File: src/rcfe_pkg.sv
// Shared types and constants of the radio command frame encoder.
package rcfe_pkg;

  localparam int unsigned FreqWidth         = 32;
  localparam int unsigned DecimalBase       = 10;
  localparam int unsigned BcdDigits         = 10;
  localparam int unsigned BcdWidth          = 4 * BcdDigits;
  localparam int unsigned PairCount         = BcdDigits / 2;
  localparam int unsigned QueueDepthDefault = 2;

  localparam logic [7:0] PreambleByte  = 8'hFE;
  localparam logic [7:0] EndByte       = 8'hFD;
  localparam logic [7:0] RadioAddrRst  = 8'h00;
  localparam logic [7:0] CtrlAddrRst   = 8'hE0;

  // Configuration register indexes
  localparam logic CfgRadioAddr = 1'b0;
  localparam logic CfgCtrlAddr  = 1'b1;

  // Payload kinds
  localparam logic FuncFreq = 1'b0;
  localparam logic FuncData = 1'b1;

  // Classified request handed from front to back; payload holds either the
  // packed BCD frequency (low pair first) or the raw byte in bits [7:0].
  typedef struct packed {
    logic                func;
    logic [7:0]          command;
    logic                has_subcommand;
    logic [7:0]          subcommand;
    logic [BcdWidth-1:0] payload;
  } req_t;

  typedef enum logic [2:0] {
    F_IDLE = 3'b001,
    F_CONV = 3'b010,
    F_HOLD = 3'b100
  } front_state_e;

  typedef enum logic [8:0] {
    S_IDLE  = 9'b000000001,
    S_PRE0  = 9'b000000010,
    S_PRE1  = 9'b000000100,
    S_RADDR = 9'b000001000,
    S_CADDR = 9'b000010000,
    S_CMD   = 9'b000100000,
    S_SUB   = 9'b001000000,
    S_PAY   = 9'b010000000,
    S_END   = 9'b100000000
  } back_state_e;

endpackage

File: src/rcfe_if.sv
// Handshake channels of the radio command frame encoder.
interface rcfe_cmd_if;
  logic        valid;
  logic        ready;
  logic        func;
  logic [7:0]  command;
  logic        has_subcommand;
  logic [7:0]  subcommand;
  logic [31:0] frequency_hz;
  logic [7:0]  data_byte;

  modport source (
    output valid, func, command, has_subcommand, subcommand, frequency_hz, data_byte,
    input  ready
  );
  modport sink (
    input  valid, func, command, has_subcommand, subcommand, frequency_hz, data_byte,
    output ready
  );
endinterface

interface rcfe_frame_if;
  logic       valid;
  logic       ready;
  logic [7:0] frame_byte;
  logic       last;

  modport source (output valid, frame_byte, last, input ready);
  modport sink   (input valid, frame_byte, last, output ready);
endinterface

File: src/radio_command_frame_encoder_core.sv
// A request goes from the front-end hold register through the queue and the sequencer
// state into the output register; a frequency request first runs the BCD converter,
// 4 bits per step. Throughput: one frame byte per cycle while frame_o.ready is high,
// frames back to back while requests wait in the queue. The front end takes a new
// request only as it pushes the previous one. Reset (async, active low) empties the
// queue and output register, sets the radio address to 0x00 and the controller address to 0xE0.
module radio_command_frame_encoder_core #(
  parameter int unsigned QueueDepth = rcfe_pkg::QueueDepthDefault
) (
  input  logic       clk_i,
  input  logic       rst_ni,
  input  logic       cfg_we_i,
  input  logic       cfg_idx_i,
  input  logic [7:0] cfg_data_i,
  rcfe_cmd_if.sink   req_i,
  rcfe_frame_if.source frame_o
);
  import rcfe_pkg::*;

  logic [7:0] radio_addr_q;
  logic [7:0] ctrl_addr_q;
  logic       push_valid;
  logic       push_ready;
  req_t       push_data;
  logic       pop_valid;
  logic       pop_ready;
  req_t       pop_data;

  always_ff @(posedge clk_i or negedge rst_ni) begin
    if (!rst_ni) begin
      radio_addr_q <= RadioAddrRst;
      ctrl_addr_q  <= CtrlAddrRst;
    end else if (cfg_we_i) begin
      unique case (cfg_idx_i)
        CfgRadioAddr: radio_addr_q <= cfg_data_i;
        CfgCtrlAddr:  ctrl_addr_q  <= cfg_data_i;
        default: ;
      endcase
    end
  end

  rcfe_front u_front (
    .clk_i        (clk_i),
    .rst_ni       (rst_ni),
    .req_i        (req_i),
    .push_valid_o (push_valid),
    .push_ready_i (push_ready),
    .push_data_o  (push_data)
  );

  rcfe_queue #(
    .Depth (QueueDepth)
  ) u_queue (
    .clk_i        (clk_i),
    .rst_ni       (rst_ni),
    .push_valid_i (push_valid),
    .push_ready_o (push_ready),
    .push_data_i  (push_data),
    .pop_valid_o  (pop_valid),
    .pop_ready_i  (pop_ready),
    .pop_data_o   (pop_data)
  );

  rcfe_back u_back (
    .clk_i        (clk_i),
    .rst_ni       (rst_ni),
    .radio_addr_i (radio_addr_q),
    .ctrl_addr_i  (ctrl_addr_q),
    .pop_valid_i  (pop_valid),
    .pop_ready_o  (pop_ready),
    .pop_data_i   (pop_data),
    .frame_o      (frame_o)
  );

endmodule

File: src/rcfe_front.sv
// Front end: accepts requests, converts frequencies to packed BCD and passes raw bytes through.
module rcfe_front (
  input  logic          clk_i,
  input  logic          rst_ni,
  rcfe_cmd_if.sink      req_i,
  output logic          push_valid_o,
  input  logic          push_ready_i,
  output rcfe_pkg::req_t push_data_o
);
  import rcfe_pkg::*;

  localparam int unsigned BitsPerStep = 4;
  localparam int unsigned ConvSteps   = FreqWidth / BitsPerStep;
  localparam int unsigned CntW        = $clog2(ConvSteps);

  front_state_e        state_q, state_d;
  logic [CntW-1:0]     cnt_q, cnt_d;
  logic [FreqWidth-1:0] bin_q, bin_d;
  logic [BcdWidth-1:0] bcd_q, bcd_d;
  logic                func_q, func_d;
  logic [7:0]          cmd_q, cmd_d;
  logic                has_sub_q, has_sub_d;
  logic [7:0]          sub_q, sub_d;
  logic [BcdWidth-1:0] dab_bcd;
  logic [FreqWidth-1:0] dab_bin;
  logic                accept;
  logic                push;

  // Double dabble, a few bits per cycle
  always_comb begin
    logic [BcdWidth-1:0]  b;
    logic [FreqWidth-1:0] v;
    b = bcd_q;
    v = bin_q;
    for (int k = 0; k < BitsPerStep; k++) begin
      for (int d = 0; d < BcdDigits; d++) begin
        if (b[4*d +: 4] >= 4'd5) begin
          b[4*d +: 4] = b[4*d +: 4] + 4'd3;
        end
      end
      b = {b[BcdWidth-2:0], v[FreqWidth-1]};
      v = {v[FreqWidth-2:0], 1'b0};
    end
    dab_bcd = b;
    dab_bin = v;
  end

  assign push         = (state_q == F_HOLD) && push_ready_i;
  assign req_i.ready  = (state_q == F_IDLE) || push;
  assign accept       = req_i.valid && req_i.ready;
  assign push_valid_o = (state_q == F_HOLD);

  assign push_data_o.func           = func_q;
  assign push_data_o.command        = cmd_q;
  assign push_data_o.has_subcommand = has_sub_q;
  assign push_data_o.subcommand     = sub_q;
  assign push_data_o.payload        = bcd_q;

  always_comb begin
    state_d   = state_q;
    cnt_d     = cnt_q;
    bin_d     = bin_q;
    bcd_d     = bcd_q;
    func_d    = func_q;
    cmd_d     = cmd_q;
    has_sub_d = has_sub_q;
    sub_d     = sub_q;
    if (accept) begin
      func_d    = req_i.func;
      cmd_d     = req_i.command;
      has_sub_d = req_i.has_subcommand;
      sub_d     = req_i.subcommand;
      cnt_d     = '0;
      if (req_i.func == FuncData) begin
        bcd_d   = {{(BcdWidth-8){1'b0}}, req_i.data_byte};
        bin_d   = '0;
        state_d = F_HOLD;
      end else begin
        bcd_d   = '0;
        bin_d   = req_i.frequency_hz;
        state_d = F_CONV;
      end
    end else begin
      unique case (state_q)
        F_IDLE: ;
        F_CONV: begin
          bcd_d = dab_bcd;
          bin_d = dab_bin;
          cnt_d = cnt_q + CntW'(1);
          if (cnt_q == CntW'(ConvSteps - 1)) begin
            state_d = F_HOLD;
          end
        end
        F_HOLD: begin
          if (push) begin
            state_d = F_IDLE;
          end
        end
        default: state_d = F_IDLE;
      endcase
    end
  end

  always_ff @(posedge clk_i or negedge rst_ni) begin
    if (!rst_ni) begin
      state_q <= F_IDLE;
      cnt_q   <= '0;
    end else begin
      state_q <= state_d;
      cnt_q   <= cnt_d;
    end
  end

  always_ff @(posedge clk_i) begin
    bin_q     <= bin_d;
    bcd_q     <= bcd_d;
    func_q    <= func_d;
    cmd_q     <= cmd_d;
    has_sub_q <= has_sub_d;
    sub_q     <= sub_d;
  end

endmodule

File: src/rcfe_queue.sv
// Short request queue between the front end and the frame sequencer.
module rcfe_queue #(
  parameter int unsigned Depth = rcfe_pkg::QueueDepthDefault
) (
  input  logic           clk_i,
  input  logic           rst_ni,
  input  logic           push_valid_i,
  output logic           push_ready_o,
  input  rcfe_pkg::req_t push_data_i,
  output logic           pop_valid_o,
  input  logic           pop_ready_i,
  output rcfe_pkg::req_t pop_data_o
);
  import rcfe_pkg::*;

  localparam int unsigned PtrW = (Depth > 1) ? $clog2(Depth) : 1;
  localparam int unsigned CntW = $clog2(Depth + 1);

  req_t            mem_q [Depth];
  logic [PtrW-1:0] wr_ptr_q, wr_ptr_d;
  logic [PtrW-1:0] rd_ptr_q, rd_ptr_d;
  logic [CntW-1:0] count_q, count_d;
  logic            push;
  logic            pop;

  function automatic logic [PtrW-1:0] wrap_inc(input logic [PtrW-1:0] p);
    wrap_inc = (p == PtrW'(Depth - 1)) ? '0 : p + PtrW'(1);
  endfunction

  assign push_ready_o = (count_q != CntW'(Depth));
  assign pop_valid_o  = (count_q != '0);
  assign push         = push_valid_i && push_ready_o;
  assign pop          = pop_valid_o && pop_ready_i;
  assign pop_data_o   = mem_q[rd_ptr_q];

  always_comb begin
    wr_ptr_d = push ? wrap_inc(wr_ptr_q) : wr_ptr_q;
    rd_ptr_d = pop ? wrap_inc(rd_ptr_q) : rd_ptr_q;
    count_d  = count_q;
    if (push && !pop) begin
      count_d = count_q + CntW'(1);
    end else if (pop && !push) begin
      count_d = count_q - CntW'(1);
    end
  end

  always_ff @(posedge clk_i or negedge rst_ni) begin
    if (!rst_ni) begin
      wr_ptr_q <= '0;
      rd_ptr_q <= '0;
      count_q  <= '0;
    end else begin
      wr_ptr_q <= wr_ptr_d;
      rd_ptr_q <= rd_ptr_d;
      count_q  <= count_d;
    end
  end

  always_ff @(posedge clk_i) begin
    if (push) begin
      mem_q[wr_ptr_q] <= push_data_i;
    end
  end

endmodule

File: src/rcfe_back.sv
// Back end: walks one request through the frame bytes into an output register.
module rcfe_back (
  input  logic           clk_i,
  input  logic           rst_ni,
  input  logic [7:0]     radio_addr_i,
  input  logic [7:0]     ctrl_addr_i,
  input  logic           pop_valid_i,
  output logic           pop_ready_o,
  input  rcfe_pkg::req_t pop_data_i,
  rcfe_frame_if.source   frame_o
);
  import rcfe_pkg::*;

  localparam int unsigned PairW = $clog2(PairCount);

  back_state_e      state_q, state_d, nxt;
  req_t             cur_q, cur_d;
  logic [PairW-1:0] pair_q, pair_d;
  logic             ov_q, ov_d;
  logic [7:0]       byte_q, byte_d, byte_sel;
  logic             last_q, last_d, last_sel;
  logic             load_en;

  assign load_en     = (state_q != S_IDLE) && (!ov_q || frame_o.ready);
  assign pop_ready_o = (state_q == S_IDLE) || (load_en && (state_q == S_END));

  always_comb begin
    byte_sel = PreambleByte;
    last_sel = 1'b0;
    nxt      = state_q;
    unique case (state_q)
      S_IDLE: nxt = S_IDLE;
      S_PRE0: nxt = S_PRE1;
      S_PRE1: nxt = S_RADDR;
      S_RADDR: begin
        byte_sel = radio_addr_i;
        nxt      = S_CADDR;
      end
      S_CADDR: begin
        byte_sel = ctrl_addr_i;
        nxt      = S_CMD;
      end
      S_CMD: begin
        byte_sel = cur_q.command;
        nxt      = cur_q.has_subcommand ? S_SUB : S_PAY;
      end
      S_SUB: begin
        byte_sel = cur_q.subcommand;
        nxt      = S_PAY;
      end
      S_PAY: begin
        byte_sel = cur_q.payload[7:0];
        if ((cur_q.func == FuncData) || (pair_q == PairW'(PairCount - 1))) begin
          nxt = S_END;
        end
      end
      S_END: begin
        byte_sel = EndByte;
        last_sel = 1'b1;
        nxt      = S_IDLE;
      end
      default: nxt = S_IDLE;
    endcase
  end

  always_comb begin
    state_d = state_q;
    cur_d   = cur_q;
    pair_d  = pair_q;
    if (pop_valid_i && pop_ready_o) begin
      state_d = S_PRE0;
      cur_d   = pop_data_i;
      pair_d  = '0;
    end else if (load_en) begin
      state_d = nxt;
      if (state_q == S_PAY) begin
        // drop the pair just sent
        cur_d.payload = {8'h00, cur_q.payload[BcdWidth-1:8]};
        pair_d        = pair_q + PairW'(1);
      end
    end
  end

  always_comb begin
    ov_d   = ov_q;
    byte_d = byte_q;
    last_d = last_q;
    if (load_en) begin
      ov_d   = 1'b1;
      byte_d = byte_sel;
      last_d = last_sel;
    end else if (frame_o.ready) begin
      ov_d = 1'b0;
    end
  end

  assign frame_o.valid      = ov_q;
  assign frame_o.frame_byte = byte_q;
  assign frame_o.last       = last_q;

  always_ff @(posedge clk_i or negedge rst_ni) begin
    if (!rst_ni) begin
      state_q <= S_IDLE;
      pair_q  <= '0;
      ov_q    <= 1'b0;
    end else begin
      state_q <= state_d;
      pair_q  <= pair_d;
      ov_q    <= ov_d;
    end
  end

  always_ff @(posedge clk_i) begin
    cur_q  <= cur_d;
    byte_q <= byte_d;
    last_q <= last_d;
  end

endmodule

File: src/flat_wrapper.sv
// flat-port wrapper written by rule: the top's interface ports become plain ports
module radio_command_frame_encoder_core_flat import rcfe_pkg::*;
#(
  parameter int unsigned QueueDepth = rcfe_pkg::QueueDepthDefault
)
  (clk_i, rst_ni, cfg_we_i, cfg_idx_i, cfg_data_i, req_i_valid, req_i_func, req_i_command, req_i_has_subcommand, req_i_subcommand, req_i_frequency_hz, req_i_data_byte, req_i_ready, frame_o_valid, frame_o_frame_byte, frame_o_last, frame_o_ready);
  rcfe_cmd_if req_i_i ();
  rcfe_frame_if frame_o_i ();
  input  logic clk_i;
  input  logic rst_ni;
  input  logic cfg_we_i;
  input  logic cfg_idx_i;
  input  logic [7:0] cfg_data_i;
  input wire logic [$bits(req_i_i.valid)-1:0] req_i_valid;
  input wire logic [$bits(req_i_i.func)-1:0] req_i_func;
  input wire logic [$bits(req_i_i.command)-1:0] req_i_command;
  input wire logic [$bits(req_i_i.has_subcommand)-1:0] req_i_has_subcommand;
  input wire logic [$bits(req_i_i.subcommand)-1:0] req_i_subcommand;
  input wire logic [$bits(req_i_i.frequency_hz)-1:0] req_i_frequency_hz;
  input wire logic [$bits(req_i_i.data_byte)-1:0] req_i_data_byte;
  output wire logic [$bits(req_i_i.ready)-1:0] req_i_ready;
  output wire logic [$bits(frame_o_i.valid)-1:0] frame_o_valid;
  output wire logic [$bits(frame_o_i.frame_byte)-1:0] frame_o_frame_byte;
  output wire logic [$bits(frame_o_i.last)-1:0] frame_o_last;
  input wire logic [$bits(frame_o_i.ready)-1:0] frame_o_ready;
  assign req_i_i.valid = req_i_valid;
  assign req_i_i.func = req_i_func;
  assign req_i_i.command = req_i_command;
  assign req_i_i.has_subcommand = req_i_has_subcommand;
  assign req_i_i.subcommand = req_i_subcommand;
  assign req_i_i.frequency_hz = req_i_frequency_hz;
  assign req_i_i.data_byte = req_i_data_byte;
  assign req_i_ready = req_i_i.ready;
  assign frame_o_valid = frame_o_i.valid;
  assign frame_o_frame_byte = frame_o_i.frame_byte;
  assign frame_o_last = frame_o_i.last;
  assign frame_o_i.ready = frame_o_ready;
  radio_command_frame_encoder_core #(.QueueDepth(QueueDepth)) u_core (.clk_i(clk_i), .rst_ni(rst_ni), .cfg_we_i(cfg_we_i), .cfg_idx_i(cfg_idx_i), .cfg_data_i(cfg_data_i), .req_i(req_i_i), .frame_o(frame_o_i));
endmodule
File: config.mk
export PLATFORM = sky130hd
export DESIGN_NAME = radio_command_frame_encoder_core_flat
export DESIGN_NICKNAME = d
export VERILOG_FILES = /design/src/rcfe_pkg.sv /design/src/rcfe_if.sv /design/src/radio_command_frame_encoder_core.sv /design/src/rcfe_front.sv /design/src/rcfe_queue.sv /design/src/rcfe_back.sv /design/src/flat_wrapper.sv
export SDC_FILE = /design/constraint.sdc
export NUM_CORES = 1
export LEC_CHECK = 0
export ABC_AREA = 1
export BUFFER_PORTS_ARGS = -buffer_cell sky130_fd_sc_hd__clkbuf_2
export CAP_MARGIN = 20
export CELL_PAD_IN_SITES_DETAIL_PLACEMENT = 1
export CELL_PAD_IN_SITES_GLOBAL_PLACEMENT = 2
export CORE_MARGIN = 5
export CORE_UTILIZATION = 30
export CTS_CLUSTER_DIAMETER = 120
export DETAILED_ROUTE_END_ITERATION = 12
export GPL_ROUTABILITY_DRIVEN = 0
export HOLD_SLACK_MARGIN = 0.08
export PLACE_DENSITY_LB_ADDON = 0.1
export SLEW_MARGIN = 20
export SYNTH_ARGS = -nofsm -noshare
export SYNTH_HDL_FRONTEND = slang
export SYNTH_HIERARCHICAL = 1
export SYNTH_SLANG_ARGS = --single-unit
export TNS_END_PERCENT = 100
File: constraint.sdc
create_clock -name clk_i -period 7.7 [get_ports clk_i]
set_clock_uncertainty 0.2 [all_clocks]
set_input_delay 0 -clock clk_i [delete_from_list [all_inputs] [get_ports clk_i]]
set_output_delay 0 -clock clk_i [all_outputs]
set_load 0.005 [all_outputs]
# [Word level (Yosys, flattened, before mapping)]
# Memory sizes are Yosys's and may differ from the RTL's.
# Index checks and enable logic that the tools add are counted.
[word_totals] register_bits=196 ramBits=116 input_bits=72 output_inout_bits=11 wordCells=230 memories=1
[mem_list] memory="u_core.u_queue.mem_q" words=2 word_bits=58 rd=1 rd_ports_with_merged_regs=0 wr=1 line_no="rcfe_queue.sv:19" source="req_t mem_q [Depth];"
[op_classes] addsub=46 n_lt_le_gt_ge=40 n_eq_ne=20 muxes=74 bitwise=1 n_reduce_logical=25
[ops] cell="40-bit two-way mux" n=5
[ops] cell="4-bit by 3-bit greater-or-equal comparator with 1-bit output, second input constant" n=40
[ops] cell="4-bit by 2-bit adder with 4-bit output, second input constant" n=36
[ops] cell="4-bit two-way mux" n=36
[ops] cell="32-bit two-way mux" n=3
[ops] cell="9-bit one-hot mux with 7 select lines" n=1
[ops] cell="8-bit one-hot mux with 6 select lines" n=1
[ops] cell="3-bit two-way mux" n=13
[ops] cell="9-bit two-way mux" n=3
[ops] cell="8-bit two-way mux" n=2
[ops] cell="3-bit by 2-bit adder with 3-bit output, second input constant" n=4
[ops] cell="2-bit nonzero test" n=6
[ops] cell="3-bit equality test, second input constant" n=3
[ops] cell="9-bit by 1-bit equality test with 1-bit output, second input constant" n=1
[ops] cell="9-bit by 2-bit equality test with 1-bit output, second input constant" n=1
[ops] cell="9-bit by 3-bit equality test with 1-bit output, second input constant" n=1
[ops] cell="9-bit by 4-bit equality test with 1-bit output, second input constant" n=1
[ops] cell="9-bit by 5-bit equality test with 1-bit output, second input constant" n=1
[ops] cell="9-bit by 6-bit equality test with 1-bit output, second input constant" n=1
[ops] cell="9-bit by 7-bit equality test with 1-bit output, second input constant" n=1
[ops] cell="9-bit by 8-bit equality test with 1-bit output, second input constant" n=1
[ops] cell="9-bit equality test, second input constant" n=1
[ops] cell="9-bit by 1-bit inequality test with 1-bit output, second input constant" n=1
[ops] cell="3-bit one-hot mux with 3 select lines" n=1
[ops] cell="17 further kinds" n=42

# [Logic depth before layout (Yosys ltp)]
[logic_depth] depth_word=10 depth_mapped=29 depth_no_buf=29

# [Hierarchy]
# The synthesis kept the hierarchy.
[modules_own_cells] module="rcfe_front" instances=1 cells_each=1040 area_per_inst_um2=7885.1 seq_area_each_um2=2854.0
[modules_own_cells] module="rcfe_queue" instances=1 cells_each=332 area_per_inst_um2=4443.0 seq_area_each_um2=3583.4
[modules_own_cells] module="rcfe_back" instances=1 cells_each=409 area_per_inst_um2=3906.2 seq_area_each_um2=2338.5
[modules_own_cells] module="radio_command_frame_encoder_core" instances=1 cells_each=70 area_per_inst_um2=666.9 seq_area_each_um2=404.1

# [Worst setup path before layout]
# OpenSTA, ideal clock, no wires.
[synth_path] path_kind="register to register" startpoint="reg u_core.u_front.bcd_q[32]" endpoint="reg u_core.u_front.bcd_q[37], data pin" setup_ps=255 arrival_ps=3495 required_time_ps=7245 slack_ps=3750 path_stages_with_launch=26 path_buffers=0 synth_period_minus_slack_ps=3950 path_cell_list="edfxtp_1 inv_1 ha_1 inv_1 o21ai_1 nand2_1 xor2_1 ha_1 inv_1 or2_2 nand2_1 nand2_1 nand3_1 xor2_1 inv_1 ha_1 inv_1 o21ai_0 nand2_1 xnor2_1 ha_1 inv_1 o21ai_1 nand3_1 nand2_1 nor2_1"
[synth_between] elab_chain_cells=10 word_cells_on_any_way=20 classes_between="add/sub: 6; order compare: 6; mux: 8"
[synth_rtl] item="start: declaration" line_no="rcfe_front.sv:19" source="logic [BcdWidth-1:0] bcd_q, bcd_d;"
[synth_rtl] item="start signal: assignment" line_no="rcfe_front.sv:116" source="bcd_q <= bcd_d;"
[synth_rtl] item="4-bit by 2-bit adder with 4-bit output / 4-bit by 3-bit greater-or-equal comparator with 1-bit output (equally long branches)" line_no="rcfe_front.sv:38, rcfe_front.sv:37"
[synth_rtl] item="4-bit two-way mux (*)" line_no="rcfe_front.sv:37" source="if (b[4*d +: 4] >= 4'd5) begin"
[synth_rtl] item="4-bit by 2-bit adder with 4-bit output (tied with other cells)" line_no="rcfe_front.sv:38" source="b[4*d +: 4] = b[4*d +: 4] + 4'd3;"
[synth_rtl] item="4-bit two-way mux / 3-bit two-way mux (equally long branches)" line_no="rcfe_front.sv:37"
[synth_rtl] item="4-bit by 2-bit adder with 4-bit output (tied with other cells)" line_no="rcfe_front.sv:38"
[synth_rtl] item="4-bit two-way mux / 3-bit two-way mux (equally long branches)" line_no="rcfe_front.sv:37"
[synth_rtl] item="4-bit by 3-bit greater-or-equal comparator with 1-bit output / 3-bit by 2-bit adder with 3-bit output (equally long branches)" line_no="rcfe_front.sv:37, rcfe_front.sv:38"
[synth_rtl] item="3-bit two-way mux (*)" line_no="rcfe_front.sv:37"
[synth_rtl] item="40-bit two-way mux (*)" line_no="rcfe_front.sv:84" source="unique case (state_q)"
[synth_rtl] item="40-bit two-way mux (*)" line_no="rcfe_front.sv:68" source="if (accept) begin"
# Every way passes the cells marked *; elsewhere a longest branch is shown, timed or not. The select of a mux whose other input is x is not followed.
# A chain may end at the register's enable or synchronous reset.

# [Worst setup path after layout]
[layout_path] startpoint="reg u_core.u_front.bcd_q[33]" endpoint="reg u_core.u_front.bcd_q[38], data pin"
# Same word-level chain as after synthesis.

==> impl_metrics.ini <==
[run_status]
outcome = finished, final reports clean

[placed_design]
hpwl_um = 29620
portBuffers = 82

[synth]
async_reset_ff_frac = 0.1250
synth_edf_count = 273
yosysTopAreaCell = edfxtp_1
synth_flop_cell = edfxtp_1
synth_area_mm2 = 0.01690
synthCells = 1851
ys_seq_elements = 312
synth-seq-area-share = 0.5432
synth_cell_types = 51
synth_top_area_frac = 0.4850
synth.net_count = 1985
ys_top_cells_by_area = edfxtp_1 (49%), nand2_1 (14%), dfrtp_1 (5.0%), inv_1 (4.8%), ha_1 (4.6%)
avgSynthCellArea_um2 = 9.131
ys_warn_count = 6

[cts]
cts-root-buf = clkbuf_16
clockBufferDepth = 3
cts_sinks = 312
cts_buffers = 38
htree_num_levels = 2
cts_tree = yes
clkTransAtPathRegs_ns = 0.06
clk_latency_ns = 0.55
cts_resized = 0

[floorplan]
dieArea_mm2 = 0.06118
core-area_mm2 = 0.05606
pin_count = 83
die_height_um = 247.4
floorplan.initialDensity = 0.3015
die_width_um = 247.4
num_rows = 87

[sta]
finalSetupTns_ns = 0
rsz0062_at_grt = no
period_minus_slack_ns = 4.440
worst_pin_slew_ns = 1.093
setup_viol = 0
max_slew_margin = 0.2710
fin_crit_sh = 0.5767
drv_slew = 0
fmax_mhz = 225.2
finalHoldViolCount = 0

[drt]
drt_drc_violations_left = 0
final_antenna_net_count = 0
vias_per_cell = 4.482
wl_per_cell_um = 15.31
dr.first_iter.drc_count = 516
routed_wl_um = 44120
first_pass_iters = 4
vias = 12918

[worst_setup_path]
cpMostUsedCell = inv_1
cp_top_family = simple AND/OR/NAND/NOR gates
startpoint_type = flop
worst-path-buf-inv = 6
critPathSlowestCell = edfxtp_1
critPathArrivalTime_ns = 4.55
critPathMaxStageDelay_ns = 0.42
worstPathRequired_ns = 7.81
cp-end-kind = flop
crit_type = flop to flop
cp_max_fo = 4

[grt]
antenna_found_initial = 0
grt_pass1_wl_um = 71850
track_usage = 0.1450
grt_pass1_vias = 13755
grt_max_degree = 74
grt_overflow_total = 0

[finish]
layout-drive-gt1-share = 0.1402
final_core_util = 0.3715
synthToLayoutAreaGrowth_pct = 23.22
nets = 2229

[hold_path]
worstHoldPathType = input port to flop

[run]
maxCapViolations = 0
per-layer routing:
metal / vias to the layer above / global-route usage / share of wire
met5: - / 0 / 0
met4: 0 / 0.03149 / 0.015
met3: 45 / 0.02154 / 0.025
met2: 95 / 0.2680 / 0.51
met1: 6224 / 0.1793 / 0.45
li1: 6554 / - / -
Yosys cell counts, types with 18 or more instances:
| cell | n |
|---|---|
| a21oi_1 | 27 |
| a22o_1 | 32 |
| dfrtp_1 | 34 |
| edfxtp_1 | 273 |
| ha_1 | 62 |
| inv_1 | 217 |
| nand2_1 | 647 |
| nand2_2 | 61 |
| nand3_1 | 150 |
| nand4_1 | 18 |
| nor2_1 | 105 |
| o21ai_0 | 38 |
| o21ai_2 | 18 |
registers in the layout, indices dropped and copies added, names as in the netlist:
signal	count
u_core/u_front/bcd_q	40
u_core/u_front/cmd_q	8
u_core/u_front/cnt_q	3
u_core/u_back/state_q	9
u_core/u_back/pair_q	3
u_core/u_front/state_q	3
u_core/u_queue/count_q	2
u_core/u_back/frame_o.valid	1
u_core/u_queue/mem_q	116
u_core/ctrl_addr_q	8
u_core/u_queue/wr_ptr_q	1
u_core/u_back/frame_o.last	1
u_core/u_front/func_q	1
u_core/u_queue/rd_ptr_q	1
u_core/u_back/cur_q	58
u_core/radio_addr_q	8
u_core/u_front/bin_q	32
u_core/u_front/sub_q	8
u_core/u_back/frame_o.frame_byte	8
u_core/u_front/has_sub_q	1
final cells by class:
cell class	instances	area [um2]
Antenna cell	1	2.502
Multi-Input combinational cell	1271	6589
Fill cell	6509	35230
Timing Repair Buffer	242	1989
Sequential cell	312	9181
Clock buffer	46	1001
Tap cell	756	945.9
Inverter	230	878.3
Clock inverter	24	239.0
worst register-to-register path, delay by kind of cell (launching register included):
kind	cells	cell delay, ns
flip-flops	1	0.42
AO/OA/AOI/OAI	3	0.43
XOR/XNOR	3	0.76
AND/OR/NAND/NOR	9	1.12
buffers and inverters	6	0.46
adder cells (fa/ha/maj)	4	0.85
placed cells by master (no fill, tap or decap), types with 4 or more instances in the layout:
cell type / n
or2_2: 5
buf_4: 9
nand4_1: 18
clkbuf_1: 6
o21ai_0: 38
and2_1: 5
nor2_2: 6
xor2_1: 14
nor3_1: 6
nor2_4: 6
bufinv_16: 4
o21ai_1: 17
clkbuf_16: 38
o211ai_1: 4
o21ai_2: 18
xor2_2: 6
edfxtp_1: 273
inv_2: 10
dlygate4sd3_1: 151
a21oi_1: 27
nand2_1: 646
nand3_2: 8
inv_6: 5
clkbuf_2: 82
a22o_1: 32
dfstp_2: 5
nand3_1: 150
nand2_2: 62
dfrtp_1: 33
clkinv_2: 9
clkinv_1: 7
ha_1: 62
nor2_1: 102
nand3b_1: 9
nand2_4: 8
inv_1: 216
metrics by stage:
step	setup WS, ns	cell area, um2	cells	hold WS, ns
after CTS	3.217	20820	2881	0.08014
final	3.260	20830	2882	0.1089
after detailed placement	3.201	18070	2660	-0.08467
after floorplan	3.750	16900	1851	-0.4956
after global placement	3.401	18070	2660	-0.08499
after global routing	2.779	20820	2881	0.1049
logic make-up after synthesis:
group | count (synthesis) | synth area share
buffers and inverters | 268 | 0.06818
adder cells (fa/ha/maj) | 62 | 0.04590
XOR/XNOR | 22 | 0.01407
AO/OA/AOI/OAI | 146 | 0.05678
flip-flops | 312 | 0.5432
AND/OR/NAND/NOR | 1041 | 0.2719
timing repair:
| action | in CTS | in global routing |
|---|---|---|
| endpoints found under the hold margin | 139 | 0 |
| hold buffers | 151 | 0 |
| setup buffers | 0 | 0 |
path summary, 6_finish.rpt:
| path | startpoint | slack, ns | depth (start not counted) | to |
|---|---|---|---|---|
| max in group asynchronous | rst_ni | 6.46 | 4 | u_core/u_queue/rd_ptr_q |
| hold / removal | req_i_frequency_hz[0] | 0.11 | 4 | u_core/u_front/bin_q[0] |
| setup reg to reg | u_core/u_front/bcd_q[33] | 3.26 | 25 | u_core/u_front/bcd_q[38] |
| setup / recovery | u_core/u_front/bcd_q[33] | 3.26 | 25 | u_core/u_front/bcd_q[38] |
| hold reg to reg | u_core/u_front/sub_q[3] | 0.25 | 0 | u_core/u_queue/mem_q[0][43] |
| min in group asynchronous | rst_ni | 0.40 | 4 | u_core/ctrl_addr_q[4] |
Power is left out: the tool's default activity adds up to more than one toggle a clock period on the data nets, which glitch-free logic cannot reach.
